[src/hdl/lei_pkg.sv]
// shared types and constants for the line edit input buffer
// depends on nothing; every other file of the block imports it
package lei_pkg;

	// control bytes with a meaning to the line discipline
	localparam logic [7:0] KEY_NUL    = 8'h00;
	localparam logic [7:0] KEY_CTRL_D = 8'h04;
	localparam logic [7:0] KEY_CTRL_H = 8'h08;
	localparam logic [7:0] KEY_LF     = 8'h0A;
	localparam logic [7:0] KEY_CR     = 8'h0D;
	localparam logic [7:0] KEY_CTRL_P = 8'h10;
	localparam logic [7:0] KEY_CTRL_U = 8'h15;
	localparam logic [7:0] KEY_DEL    = 8'h7F;
	localparam logic [7:0] ERASE_MAX  = 8'hFF;

	// item operation codes
	localparam logic OP_RX   = 1'b0;
	localparam logic OP_READ = 1'b1;

	typedef struct packed {
		logic       op;
		logic [7:0] rx_byte;
		logic       first_of_read;
	} in_item_t;

	typedef struct packed {
		logic       echo_valid;
		logic [7:0] echo_byte;
		logic [7:0] erase_count;
		logic       line_ready;
		logic       dump_request;
		logic       dropped;
		logic       read_valid;
		logic [7:0] read_byte;
		logic       read_done;
		logic       buffer_empty;
	} out_item_t;

	typedef enum logic {
		ST_IDLE,
		ST_READ
	} lei_state_t;

	// commands from controller to datapath
	typedef struct packed {
		logic byte_go;
		logic read_go;
		logic read_finish;
	} lei_cmd_t;

endpackage

[src/hdl/lei_in_if.sv]
// input item channel: valid, ready and one input item
// depends on lei_pkg
interface lei_in_if;
	import lei_pkg::*;

	logic     valid;
	logic     ready;
	in_item_t data;

	modport source (output valid, output data, input ready);
	modport sink (input valid, input data, output ready);
endinterface

[src/hdl/lei_out_if.sv]
// result item channel: valid, ready and one result item
// depends on lei_pkg
interface lei_out_if;
	import lei_pkg::*;

	logic      valid;
	logic      ready;
	out_item_t data;

	modport source (output valid, output data, input ready);
	modport sink (input valid, input data, output ready);
endinterface

[src/hdl/line_edit_input_buffer.sv]
// top level of the canonical-mode line edit input buffer
// depends on lei_pkg, lei_in_if, lei_out_if, lei_ctrl and lei_dpath
//
//   channel   role     payload
//   item      sink     op, rx_byte, first_of_read
//   result    source   echo/erase/commit flags and the delivered read byte
//
// a received byte has its result registered at acceptance
// a read item goes through the line store read, then the decode
// the rate is set by the single-ported line store and its registered read
// a new item is taken while a result waits, if that result leaves the same cycle
// reset clears the three indices; the line store needs no clearing
module line_edit_input_buffer #(
	parameter int BUF_DEPTH = 128
) (
	input logic       clk,
	input logic       arst_n,
	lei_in_if.sink    item,
	lei_out_if.source result
);
	import lei_pkg::*;

	lei_cmd_t cmd;

	lei_ctrl u_ctrl (
		.clk       (clk),
		.arst_n    (arst_n),
		.in_valid  (item.valid),
		.in_op     (item.data.op),
		.in_ready  (item.ready),
		.out_valid (result.valid),
		.out_ready (result.ready),
		.cmd       (cmd)
	);

	lei_dpath #(
		.BUF_DEPTH (BUF_DEPTH)
	) u_dpath (
		.clk           (clk),
		.arst_n        (arst_n),
		.cmd           (cmd),
		.rx_byte       (item.data.rx_byte),
		.first_of_read (item.data.first_of_read),
		.res           (result.data)
	);
endmodule

[src/hdl/lei_ctrl.sv]
// controller: accepts items, sequences the buffer read, owns result valid
// depends on lei_pkg
module lei_ctrl (
	input  logic              clk,
	input  logic              arst_n,
	input  logic              in_valid,
	input  logic              in_op,
	output logic              in_ready,
	output logic              out_valid,
	input  logic              out_ready,
	output lei_pkg::lei_cmd_t cmd
);
	import lei_pkg::*;

	lei_state_t state_q;
	lei_state_t state_d;
	logic       out_valid_q;
	logic       accept;

	// result slot is free, or is emptied by this very transfer
	assign accept = in_valid && in_ready;

	// next state
	always_comb begin
		state_d = state_q;
		case (state_q)
			ST_IDLE: begin
				if (accept && (in_op == OP_READ)) begin
					state_d = ST_READ;
				end
			end
			ST_READ: state_d = ST_IDLE;
			default: state_d = ST_IDLE;
		endcase
	end

	// outputs
	always_comb begin
		in_ready        = 1'b0;
		cmd             = '0;
		case (state_q)
			ST_IDLE: begin
				in_ready    = !out_valid_q || out_ready;
				cmd.byte_go = accept && (in_op == OP_RX);
				cmd.read_go = accept && (in_op == OP_READ);
			end
			ST_READ: cmd.read_finish = 1'b1;
			default: begin
				in_ready = 1'b0;
			end
		endcase
	end

	// state and result valid
	always_ff @(posedge clk or negedge arst_n) begin
		if (!arst_n) begin
			state_q     <= ST_IDLE;
			out_valid_q <= 1'b0;
		end else begin
			state_q <= state_d;
			if (cmd.byte_go || cmd.read_finish) begin
				out_valid_q <= 1'b1;
			end else if (out_ready) begin
				out_valid_q <= 1'b0;
			end
		end
	end

	assign out_valid = out_valid_q;
endmodule

[src/hdl/lei_dpath.sv]
// datapath: line store memory, read/commit/edit indices, result register
// depends on lei_pkg
module lei_dpath #(
	parameter int BUF_DEPTH = 128
) (
	input  logic               clk,
	input  logic               arst_n,
	input  lei_pkg::lei_cmd_t  cmd,
	input  logic [7:0]         rx_byte,
	input  logic               first_of_read,
	output lei_pkg::out_item_t res
);
	import lei_pkg::*;

	localparam int IW = $clog2(2 * BUF_DEPTH);
	localparam int SW = $clog2(BUF_DEPTH);
	localparam int EW = (IW > 8) ? IW : 8;
	localparam logic [IW-1:0] DEPTH_I = IW'(BUF_DEPTH);
	localparam logic [IW-1:0] LAST_I  = IW'(2 * BUF_DEPTH - 1);
	localparam logic [IW-1:0] MOD_I   = IW'(2 * BUF_DEPTH);

	// index arithmetic modulo twice the depth
	function automatic logic [IW-1:0] idx_inc(input logic [IW-1:0] a);
		return (a == LAST_I) ? '0 : a + IW'(1);
	endfunction

	function automatic logic [IW-1:0] idx_dec(input logic [IW-1:0] a);
		return (a == '0) ? LAST_I : a - IW'(1);
	endfunction

	function automatic logic [IW-1:0] idx_dist(input logic [IW-1:0] hi,
			input logic [IW-1:0] lo);
		return (hi < lo) ? hi - lo + MOD_I : hi - lo;
	endfunction

	function automatic logic [SW-1:0] idx_slot(input logic [IW-1:0] a);
		logic [IW-1:0] r;
		r = (a >= DEPTH_I) ? a - DEPTH_I : a;
		return r[SW-1:0];
	endfunction

	logic [7:0]    store_mem [BUF_DEPTH];
	logic [IW-1:0] read_q, commit_q, edit_q;
	logic [IW-1:0] read_d, commit_d, edit_d;
	logic [IW-1:0] edit_inc, read_inc, fill, line_len;
	logic [EW-1:0] line_len_w;
	logic [7:0]    erase_all;
	logic [7:0]    stored_byte;
	logic [7:0]    rdata_q;
	logic          first_q;
	logic          wr_en;
	out_item_t     res_d;
	out_item_t     res_q;

	assign edit_inc    = idx_inc(edit_q);
	assign read_inc    = idx_inc(read_q);
	assign fill        = idx_dist(edit_q, read_q);
	assign line_len    = idx_dist(edit_q, commit_q);
	assign line_len_w  = EW'(line_len);
	assign erase_all   = (line_len_w > EW'(ERASE_MAX)) ? ERASE_MAX : line_len_w[7:0];
	assign stored_byte = (rx_byte == KEY_CR) ? KEY_LF : rx_byte;

	// item decode and index update
	always_comb begin
		read_d   = read_q;
		commit_d = commit_q;
		edit_d   = edit_q;
		wr_en    = 1'b0;
		res_d    = '0;
		if (cmd.byte_go) begin
			case (rx_byte)
				KEY_CTRL_P: res_d.dump_request = 1'b1;
				KEY_CTRL_U: begin
					edit_d            = commit_q;
					res_d.erase_count = erase_all;
				end
				KEY_CTRL_H, KEY_DEL: begin
					if (edit_q != commit_q) begin
						edit_d            = idx_dec(edit_q);
						res_d.erase_count = 8'd1;
					end
				end
				KEY_NUL: begin
				end
				default: begin
					if (fill < DEPTH_I) begin
						wr_en            = 1'b1;
						edit_d           = edit_inc;
						res_d.echo_valid = 1'b1;
						res_d.echo_byte  = stored_byte;
						// newline, end of file or a ring that is now full
						if (stored_byte == KEY_LF || stored_byte == KEY_CTRL_D ||
								fill == DEPTH_I - IW'(1)) begin
							commit_d         = edit_inc;
							res_d.line_ready = 1'b1;
						end
					end else begin
						res_d.dropped = 1'b1;
					end
				end
			endcase
		end else if (cmd.read_finish) begin
			if (read_q == commit_q) begin
				res_d.buffer_empty = 1'b1;
			end else if (rdata_q == KEY_CTRL_D) begin
				// end of file stays put when bytes went out earlier in this read
				if (first_q) begin
					read_d = read_inc;
				end
				res_d.read_done = 1'b1;
			end else begin
				read_d           = read_inc;
				res_d.read_valid = 1'b1;
				res_d.read_byte  = rdata_q;
				res_d.read_done  = (rdata_q == KEY_LF);
			end
		end
	end

	// line store, single port: write on a stored byte, read on a read item
	always_ff @(posedge clk) begin
		if (wr_en) begin
			store_mem[idx_slot(edit_q)] <= stored_byte;
		end
		if (cmd.read_go) begin
			rdata_q <= store_mem[idx_slot(read_q)];
			first_q <= first_of_read;
		end
	end

	// indices
	always_ff @(posedge clk or negedge arst_n) begin
		if (!arst_n) begin
			read_q   <= '0;
			commit_q <= '0;
			edit_q   <= '0;
		end else begin
			read_q   <= read_d;
			commit_q <= commit_d;
			edit_q   <= edit_d;
		end
	end

	// result register
	always_ff @(posedge clk) begin
		if (cmd.byte_go || cmd.read_finish) begin
			res_q <= res_d;
		end
	end

	assign res = res_q;
endmodule

[src/flat_wrapper.sv]
// flat-port wrapper written by rule: the top's interface ports become plain ports
module line_edit_input_buffer_flat import lei_pkg::*;
#(
	parameter int BUF_DEPTH = 128
)
  (clk, arst_n, item_valid, item_data, item_ready, result_valid, result_data, result_ready);
  lei_in_if item_i ();
  lei_out_if result_i ();
  input logic clk;
  input logic arst_n;
  input wire logic [$bits(item_i.valid)-1:0] item_valid;
  input wire logic [$bits(item_i.data)-1:0] item_data;
  output wire logic [$bits(item_i.ready)-1:0] item_ready;
  output wire logic [$bits(result_i.valid)-1:0] result_valid;
  output wire logic [$bits(result_i.data)-1:0] result_data;
  input wire logic [$bits(result_i.ready)-1:0] result_ready;
  assign item_i.valid = item_valid;
  assign item_i.data = item_data;
  assign item_ready = item_i.ready;
  assign result_valid = result_i.valid;
  assign result_data = result_i.data;
  assign result_i.ready = result_ready;
  line_edit_input_buffer #(.BUF_DEPTH(BUF_DEPTH)) u_core (.clk(clk), .arst_n(arst_n), .item(item_i), .result(result_i));
endmodule
[config.mk]
export PLATFORM = sky130hd
export DESIGN_NAME = line_edit_input_buffer_flat
export DESIGN_NICKNAME = d
export VERILOG_FILES = /design/src/hdl/lei_pkg.sv /design/src/hdl/lei_in_if.sv /design/src/hdl/lei_out_if.sv /design/src/hdl/line_edit_input_buffer.sv /design/src/hdl/lei_ctrl.sv /design/src/hdl/lei_dpath.sv /design/src/flat_wrapper.sv
export SDC_FILE = /design/constraint.sdc
export NUM_CORES = 1
export LEC_CHECK = 0
export ABC_AREA = 1
export BUFFER_PORTS_ARGS = -buffer_cell sky130_fd_sc_hd__buf_2
export CELL_PAD_IN_SITES_DETAIL_PLACEMENT = 0
export CELL_PAD_IN_SITES_GLOBAL_PLACEMENT = 1
export CORE_UTILIZATION = 50
export CTS_CLUSTER_SIZE = 24
export DETAILED_ROUTE_END_ITERATION = 12
export HOLD_SLACK_MARGIN = 0.05
export PLACE_DENSITY = 0.77
export SETUP_SLACK_MARGIN = 0.05
export SLEW_MARGIN = 0
export SYNTH_ARGS = -nofsm -noshare
export SYNTH_HDL_FRONTEND = slang
export SYNTH_SLANG_ARGS = --single-unit
export TNS_END_PERCENT = 10
[constraint.sdc]
create_clock -name clk -period 4.4 [get_ports clk]
set_input_delay 0.22 -clock clk [delete_from_list [all_inputs] [get_ports clk]]
set_output_delay 0.22 -clock clk [all_outputs]
set_load 0.05 [all_outputs]
==> results list, run 1 <==
- The path class of the tightest hold or removal check is primary input to flop.
- At the pin with the least slew margin, the transition time is about 1.1 ns.
* Final setup violating endpoints: 0
* Final RePlAce weighted congestion: approximately 0.93
* Clk slew on worst S/H paths: ~0.070 ns
* Sequential cell area: between 30,000 and 40,000 µm²
- Number of detailed-route iterations in the first pass: 5
* Nets: about 4,600
- Input and output buffers added on the ports amount to 46.
- Of the total power, combinational logic draws a little under a third.
* LEAKAGE: ~21 nW
- All-Layer GR Usage: 27.28%
- The first global-routing pass estimated approximately 190,000 µm of wire.
- Max_slew headroom: between 20 and 30%
- In this run the critical register-to-register path is launched from u_core.u_dpath.read_q[6].
* Cell with the largest stage delay on the worst path: dfrtp_1
* Area of the multi-input gates: 12,110 µm²
- In this run switching power makes up a little over a third of total power.
* Sum of buffers and inverters on the critical path: 3
- Setup repair after global routing left no endpoint under its margin.
- The cell that appears most often on the critical path is nand2_1.
- The clock period could shrink to 3.980 ns.
* Hold WS: approximately 0.071 ns
- Aggregate routed wire length: about 130,000 µm
- The final count of pins violating max slew came to 0.
- Summed over its instances, the top area cell type makes up 67.20% of the synthesized netlist area.
- Total standard cell area after synthesis: 47,540 µm²
* Num ports: 47
- Areal power density over the cells: about 590 nW/µm²
- Portion of total power attributed to sequential cells: a little under two fifths
- The via count of the first global-routing pass was just over 30,000.
* Maximum operating frequency: 251.3 MHz
* Area of the die: slightly below 100,000 µm²
- The run finished with clean final reports.
* Post-synthesis average cell area: between 10 and 15 µm²
- Fill cells in the final layout number 8,066.
- Total number of clock tree sinks: between 1,000 and 1,500
- Per report_power, the clock group accounts for around 31% of the total.
- TritonCTS built the clock tree.
- Number of setup buffers added after CTS: 0
- The number of failing hold endpoints at the final stage is 0.
- Relative to the synthesized area, the layout overhead comes to 11.02%.
- Once the floorplan was initialized, standard cells occupied between 50% and 60% of the core.
* Distinct cell type count of the synthesized netlist: 44
- Sum of negative setup slack: 0 ns
* Fraction of final layout cells sized beyond drive strength 1: under 10%
- Leading cell types by total area after synthesis: edfxtp_1 (67%), nand2_1 (11%), nor2_1 (5.0%)
- The first routing iteration left approximately 3,400 violations.
* Number of H-tree levels: 3
* Category of the worst setup path launch point: flop
- For the worst setup path, the data arrival time is 4.31 ns.
- Maximum vdd ir drop: ~0.84 mV
- After synthesis, the share of flip-flops with an asynchronous set or reset is between 2 and 2.5%.
- Using the TritonRoute via totals, the vias-per-cell ratio works out to between 5 and 6.
- The detailed router placed about 32,000 vias in this run.
- Count of inserted antenna diode cells: 0
- Summed over all layers, the global routing overflow is 0.
- CP peak stage delay: 0.60 ns
* Dpl hpwl: ~77,000 µm
- DR DRC count: 0
- Period Utilization, post-route: between 90% and 100%
- Primary FF master, synth: edfxtp_1
- The count of nets left with antenna violations once routing finished came out at 0.
- The critical path starts at u_core.u_dpath.read_q[6].
- The number of antenna violations at the first check in global routing was 1.
- For flop-to-flop paths, the worst setup slack is 0.42 ns.
- The floorplan has 112 rows.
- Setup CP Type: flop to flop
- Clock tree skew after final layout: roughly 0.03 ns
* Num CTS Buffers: 112
* Top delay family on crit path: simple AND/OR/NAND/NOR gates
- At the worst endpoint, the required time is approximately 4.7 ns.
* Clock Latency Late Sink: between 0.7 and 0.8 ns
- In this run the vertical extent of the chip is approximately 310 µm.
* Utilization after layout: between 50% and 60%
- The die is approximately 310 µm wide.
- Entering global routing, the biggest net connects between 200 and 250 pins.
- Maximum fanout count along the critical path: 13
* Synth area leader: edfxtp_1
- Tot Pwr: between 0.03 and 0.04 W
- In this run, synthesis produced a sequential element count of between 1,000 and 1,500.
- Number of buffers on the longest clock path: 3
- P_int: 0.01987 W
- The worst hold path begins at item_data[5].
* Routed wirelength normalized by instance count: approximately 22 µm
- Synthesized netlist net count: 4,647
* Syn Inst Count: approximately 4,600
- Across the run, the number of max-cap violations was 0.
- Number of synthesized flops with an enable pin: 1,064
* Share of synthesized area occupied by flip-flops and latches: between 60 and 70%
- Crit path cell chain: clkinv_1 > ha_1 > and3_1 > nand3_1 > nand2_1 > nand2_1 > nand2_1 > nor2_4 > buf_4 > nand2_2 > buf_4 > nor2_1
* Number of warnings printed during yosys synthesis: 0
* Critical path capture point type: flop
- The core region is 93,750 µm².
- In this run, post-CTS repair resized a total of 0 instances.
* CTS Root Buffer Type: clkbuf_16
- For this design the total switching power over the nets is between 0.01 and 0.015 W.
-- kinds of logic after synthesis --
logic type | count (synthesis) | share of synthesized area [%]
AO/OA/AOI/OAI | 265 | 2.876
AND/OR/NAND/NOR | 2530 | 21.65
XOR/XNOR | 17 | 0.3132
adder cells (fa/ha/maj) | 21 | 0.5842
buffers and inverters | 689 | 6.008
flip-flops | 1090 | 68.57
-- final timing paths --
check                      cells past startpoint                                to
min                                            1  u_core.u_dpath.store_mem[127][4]
max                                           12   u_core.u_dpath.store_mem[15][2]
min reg2reg                                    2        u_core.u_dpath.commit_q[0]
max reg2reg                                   12   u_core.u_dpath.store_mem[15][2]
min in group asynchronous                      2           u_core.u_ctrl.out_valid
max in group asynchronous                      2          u_core.u_dpath.read_q[1]
-- power by group through the flow --
stage / Clock, W / Sequential (W) / Combinational [W]
6_report: 0.00973 / 0.0118 / 0.00956
5_1_grt: 0.0102 / 0.0118 / 0.0106
4_1_cts: 0.00983 / 0.0118 / 0.00950
3_5_place_dp: 0 / 0.0120 / 0.00946
3_3_place_gp: 0 / 0.0120 / 0.00948
2_1_floorplan: 0 / 0.0120 / 0.00644
-- synthesized netlist by cell type, drive strengths merged (2+ instances only) --
cell type / count
nand2: 1398
edfxtp: 1064
a21oi: 32
nand4: 6
clkinv: 3
o21ai: 219
and3: 4
fa: 2
buf: 149
o211ai: 5
nand3b: 5
nor3: 7
xor2: 8
xnor2: 9
dfrtp: 26
inv: 457
nand3: 458
nor2: 650
clkbuf: 80
a22oi: 2
ha: 19
-- layer usage --
layer  global-route usage [%]  up-vias  wire [µm]
met5                        0        -          0
li1                         -    15190          -
met2                    44.74     1168      61980
met4                    9.428        0       4423
met1                    37.42    15440      55310
met3                    3.773      219       8777
-- cell type report --
| cell class | count | area share (%) |
|---|---|---|
| flip-flops and latches | 1090 | 61.79 |
| multi-input cells | 2833 | 22.95 |
| clock buffers | 137 | 5.606 |
| inverters | 460 | 3.326 |
| well taps | 1254 | 2.973 |
| repair buffers | 117 | 1.816 |
| clock inverters | 73 | 1.541 |
-- flip-flops by register name, indices dropped and copies added, names as in the netlist --
register / cells
u_core.u_dpath.rdata_q: 8
u_core.u_dpath.commit_q: 8
u_core.u_ctrl.out_valid: 1
u_core.u_ctrl.state_q: 1
u_core.u_dpath.res: 31
u_core.u_dpath.first_q: 1
u_core.u_dpath.edit_q: 8
u_core.u_dpath.read_q: 8
u_core.u_dpath.store_mem: 1024
-- through the flow --
stage / cell area [µm²] / cells / setup WS [ns]
after floorplan: 47540 / 4612 / 0.08322
after global placement: 48880 / 5741 / 0.5646
after detailed placement: 48880 / 5741 / 0.5067
after CTS: 52780 / 5964 / 0.4716
after global routing: 52780 / 5964 / 0.1700
final: 52780 / 5964 / 0.4202
-- repair_timing --
action / CTS / global route
endpoints found under the hold margin: 74 / 0
hold buffers: 13 / 0
endpoints found under the setup margin: 0 / 0
-- cells in the final DEF, fill, tap and decap left out, drive strengths merged, types with 13 or more instances in the layout --
cell type | netlist | layout
a21oi | 32 | 32
buf | 149 | 104
bufinv | 0 | 16
clkbuf | 80 | 137
clkinv | 3 | 50
dfrtp | 26 | 26
dlygate4sd3 | 0 | 13
edfxtp | 1064 | 1064
ha | 19 | 19
inv | 457 | 461
nand2 | 1398 | 1398
nand3 | 458 | 458
nor2 | 650 | 650
o21ai | 219 | 219
Power figures use the tool's default switching activity.
==> run 2, diff against run 1 <==
ABC_AREA = not set   (was 1)
PLACE_DENSITY = 0.71   (was 0.77)
==> results list, run 2 <==
- Run status: complete, no violations
- The via count of the first global-routing pass came to 22,850 (-25%).
* Final number of hold-violating endpoints: 0 (unchanged)
- Most numerous cell in the Yosys netlist: edfxtp_1
- Data arrival time of the critical path: 4.47 ns (+0.16 ns)
- Final instance count without filler cells: 3,682 (-38%)
* Count of routing violations after the opening detailed-route iteration: 2,589 (-24%)
- Count of pins over their slew limit: 0 (unchanged)
- Setup slack of the worst register-to-register path: 0.24 ns (-0.18 ns)
* Critical path capture point type: flop
- The source-to-sink clock delay at the later pin of the worst-skew pair was 0.69 ns (-0.03 ns).
- The highest clock rate came to 240.2 MHz (-4.4%).
- Clk slew on worst S/H paths: 0.06 ns (about the same)
* Area of the die: 87,740 µm² (-8.9%)
* Initial standard-cell utilization of the core: 50.67% (about the same)
- The maximum number of buffers from clock root to sink was 3 (unchanged).
* Worst min-delay path endpoint: u_core.u_dpath.res[12]
* Maximum vdd ir drop: 0.4239 mV (-50%)
* Post-synthesis average cell area: 18.99 µm² (+84%)
- The total power per unit cell area came to 568.3 nW/µm² (-3.5%).
- The number of vias after detailed routing was 22,860 (-29%).
- In this run the most critical hold path is launched from item_data[1].
- The vertical extent of the die came to 296.2 µm (-4.6%).
- Cell with the largest stage delay on the worst path: dfrtp_1
- Most common cell after layout, fill and taps aside: edfxtp_1
- The largest total area in the synthesized netlist belongs to edfxtp_1.
- The worst hold path depth was 3 (+2).
- The minimum clock period after layout is 4.163 ns (+0.1830 ns).
- The worst register-to-register path begins at u_core.u_dpath.read_q[6].
- Clock tree skew after final layout: 0.03110 ns (+0.0008665 ns)
- Total placed cells including tap cells: 3,476 (-39%)
- Area share of the largest cell type after synthesis: 73.83% (+6.6 points)
- First-pass GRT wire length: 159,000 µm (-18%)
- Final setup violating endpoints: 0 (unchanged)
* Die extent in x: 296.2 µm (-4.6%)
- The count of distinct cell types in the synthesized netlist came to 60 (+36%).
- The number of sinks handled by clock tree synthesis was 1,090 (unchanged).
- Dpl hpwl: 68,040 µm (-11%)
* Worst min-delay path class: primary input to flop
- Hold WS: 0.1012 ns (+0.02994 ns)
- Ranked by flip-flop count, first place goes to u_core.u_dpath.store_mem.
- The post-detailed-route DRC marker count came to 0 (unchanged).
* Total standard cell area after synthesis: 43,280 µm² (-9.0%)
- CORE AREA: 85,410 µm² (-8.9%)
- The critical path goes through inv_2 > ha_1 > a21oi_1 > o21ai_0 > or3_4 > a2111oi_4 > and2_4 > nand2_2 > buf_12 > nor2_1.
- Area of the multi-input gates: 10,050 µm² (-17%)
- Antenna violations before repair: 1 (unchanged)
- The diode insertion count for antenna repair came to 0 (unchanged).
- STA classifies the critical path startpoint as a flop.
- Clock tree synthesis selected as its root buffer the cell clkbuf_16.
- CP peak stage delay: 0.64 ns (+0.04 ns)
- Slew at the pin closest to its max-slew limit: 1.198 ns (+0.1344 ns)
* Number of detailed-route iterations in the first pass: 5 (unchanged)
* Tot Pwr: 0.02803 W (-9.8%)
- TritonCTS built the clock tree.
* Setup CP Type: flop to flop
- LEAKAGE: 15.97 nW (-23%)
- For this run, the leading register cell type out of synthesis is edfxtp_1.
- Aggregate global routing overflow: 0 (unchanged)
- The maximum fanout along the worst path is 11 (-2).
- Number of H-tree levels: 3 (unchanged)
* Maximum capacitance violations: 0 (unchanged)
- Relative to the synthesized area, the layout overhead comes to 13.98%.
- Aggregate routed wire length: 109,600 µm (-16%)
- The top-level I/O count was 47 (unchanged).
- Routed wirelength normalized by instance count: 29.78 µm (+36%)
* RSZ-0062 raised after global routing: no
* Count of cells along the worst register-to-register path: 10 (-2)
- The top cell types in the final layout, fill and taps aside, are edfxtp_1 (1,064), mux4_2 (192), nor2_1 (172), mux2i_1 (146), buf_4 (125).
* Top cells by instance count after synthesis: edfxtp_1 (1,064), mux4_2 (192), nor2_1 (174)
- Number of placement rows: 107 (-4.5%)
- After synthesis, the cell types taking the most area are edfxtp_1 (74%), mux4_2 (10%), mux2i_1 (3.4%).
- The flip-flop count of the largest register after layout is 1,024 (unchanged).
- Fraction of synthesis flops using an asynchronous set or reset pin: 2.385% (unchanged)
- Synthesized netlist net count: 2,314 (-50%)
* Number of fill cells: 6,358 (-21%)
* Number of warnings printed during yosys synthesis: 0 (unchanged)
- Syn Inst Count: 2,279 (-51%)
- The worst register-to-register path ends at u_core.u_dpath.store_mem[17][5].
* Final RePlAce weighted congestion: 0.8902 (-4.6%)
* Number of synthesized flops with an enable pin: 1,064 (unchanged)
* Max_slew headroom: 19.54% (-9.6 points)
- Sequential cell area: 32,610 µm² (about the same)
- Required time of the worst setup path: 4.71 ns (-0.02 ns)
- The final antenna-violating net count was 0 (unchanged).
- Via count normalized by instance count: 6.208 (+16%)
- Nets: 2,483 (-47%)
- Num CTS Buffers: 106 (-5.4%)
- The fraction of layout instances using a drive strength above 1 is 21.75% (+15 points).
* Pin count of the biggest net entering global routing: 118 (-47%)
- All-Layer GR Usage: 25.41% (-1.9 points)
- The register bit total from synthesis is 1,090 (unchanged).
- The fraction of the yosys area taken by sequential cells is 75.33% (+6.8 points).
* Number of buffers inserted by port buffering: 46 (unchanged)
* Period Utilization, post-route: 94.61% (+4.2 points)
==> run 2: changes by cell type after synthesis, sizes merged, moves of 146 or more <==
cell   change
nand2   -1329
nor2     -476
nand3    -443
inv      -431
mux4     +192
o21ai    -190
mux2i    +146
==> run 2: kinds of logic after synthesis <==
group	Yosys count	share of synthesized area, %
and+or+nand+nor	340	3.524
DFF	1090	75.33
buffers and inverters	150	1.532
adders and majority gates	21	0.6418
AOI/OAI and AO/OA	305	4.860
xor gates and xnor gates	29	0.5869
muxes	344	13.52
==> run 2: worst max-delay path, delay by kind of cell (launching register included) <==
family	cells	cell delay [ns]
AND/OR/NAND/NOR	4	1.45
AO/OA/AOI/OAI	3	0.78
flip-flops	1	0.64
buffers and inverters	2	0.50
adder cells (fa/ha/maj)	1	0.40
==> run 2: through the flow <==
step	setup slack (ns)	area (µm²)	TNS, ns	util, %
6_report	0.2372	49330	0	57.75
4_1_cts	0.3121	49330	0	57.75
2_1_floorplan	-0.1611	43280	-41.24	-
3_5_place_dp	0.3373	45540	0	53.32
3_3_place_gp	0.4318	45540	0	53.32
5_1_grt	0.06921	49330	0	57.75
==> run 2: final cells by class <==
type	instances	share of cell area [%]
inverter	27	0.2055
clock buffer	135	5.679
timing repair buffer	184	2.887
sequential	1090	66.11
clock inverter	63	1.839
tap	1144	2.902
multi-input combinational	1039	20.38
==> run 2: per-layer routing <==
layer	vias to the layer above	part of all wire (%)	track usage, %	routed length (µm)
li1	9638	-	-	-
met1	11990	42	36.72	45960
met5	-	0.018	0	20
met2	1069	47	40.10	52060
met4	2	2.4	6.978	2616
met3	165	8.2	4.467	8973
==> run 2: power by group <==
part | leakage, nW | switching, W | internal, W | total [W]
sequential | 9.91 | 0.000118 | 0.0116 | 0.0117
combinational | 4.26 | 0.00421 | 0.00256 | 0.00676
clock | 1.80 | 0.00388 | 0.00570 | 0.00958
total | 16.0 | 0.00820 | 0.0198 | 0.0280
==> run 2: worst max-delay path by stage <==
| stage | startpoint | endpoint |
|---|---|---|
| detailed placement | u_core.u_dpath.read_q[6] | u_core.u_dpath.store_mem[17][5] |
| finish | u_core.u_dpath.read_q[6] | u_core.u_dpath.store_mem[17][5] |
| global route | u_core.u_dpath.read_q[6] | u_core.u_dpath.store_mem[1][5] |
| floorplan | item_data[3] | u_core.u_dpath.store_mem[0][0] |
| global placement | u_core.u_dpath.read_q[6] | u_core.u_dpath.store_mem[17][0] |
| CTS | u_core.u_dpath.read_q[6] | u_core.u_dpath.store_mem[17][5] |
==> run 2: repair_timing <==
item | 4_1_cts | 5_1_grt
setup buffers | 0 | 0
hold endpoints to repair | 56 | 0
hold buffers | 8 | 0
resized for setup | 0 | 0
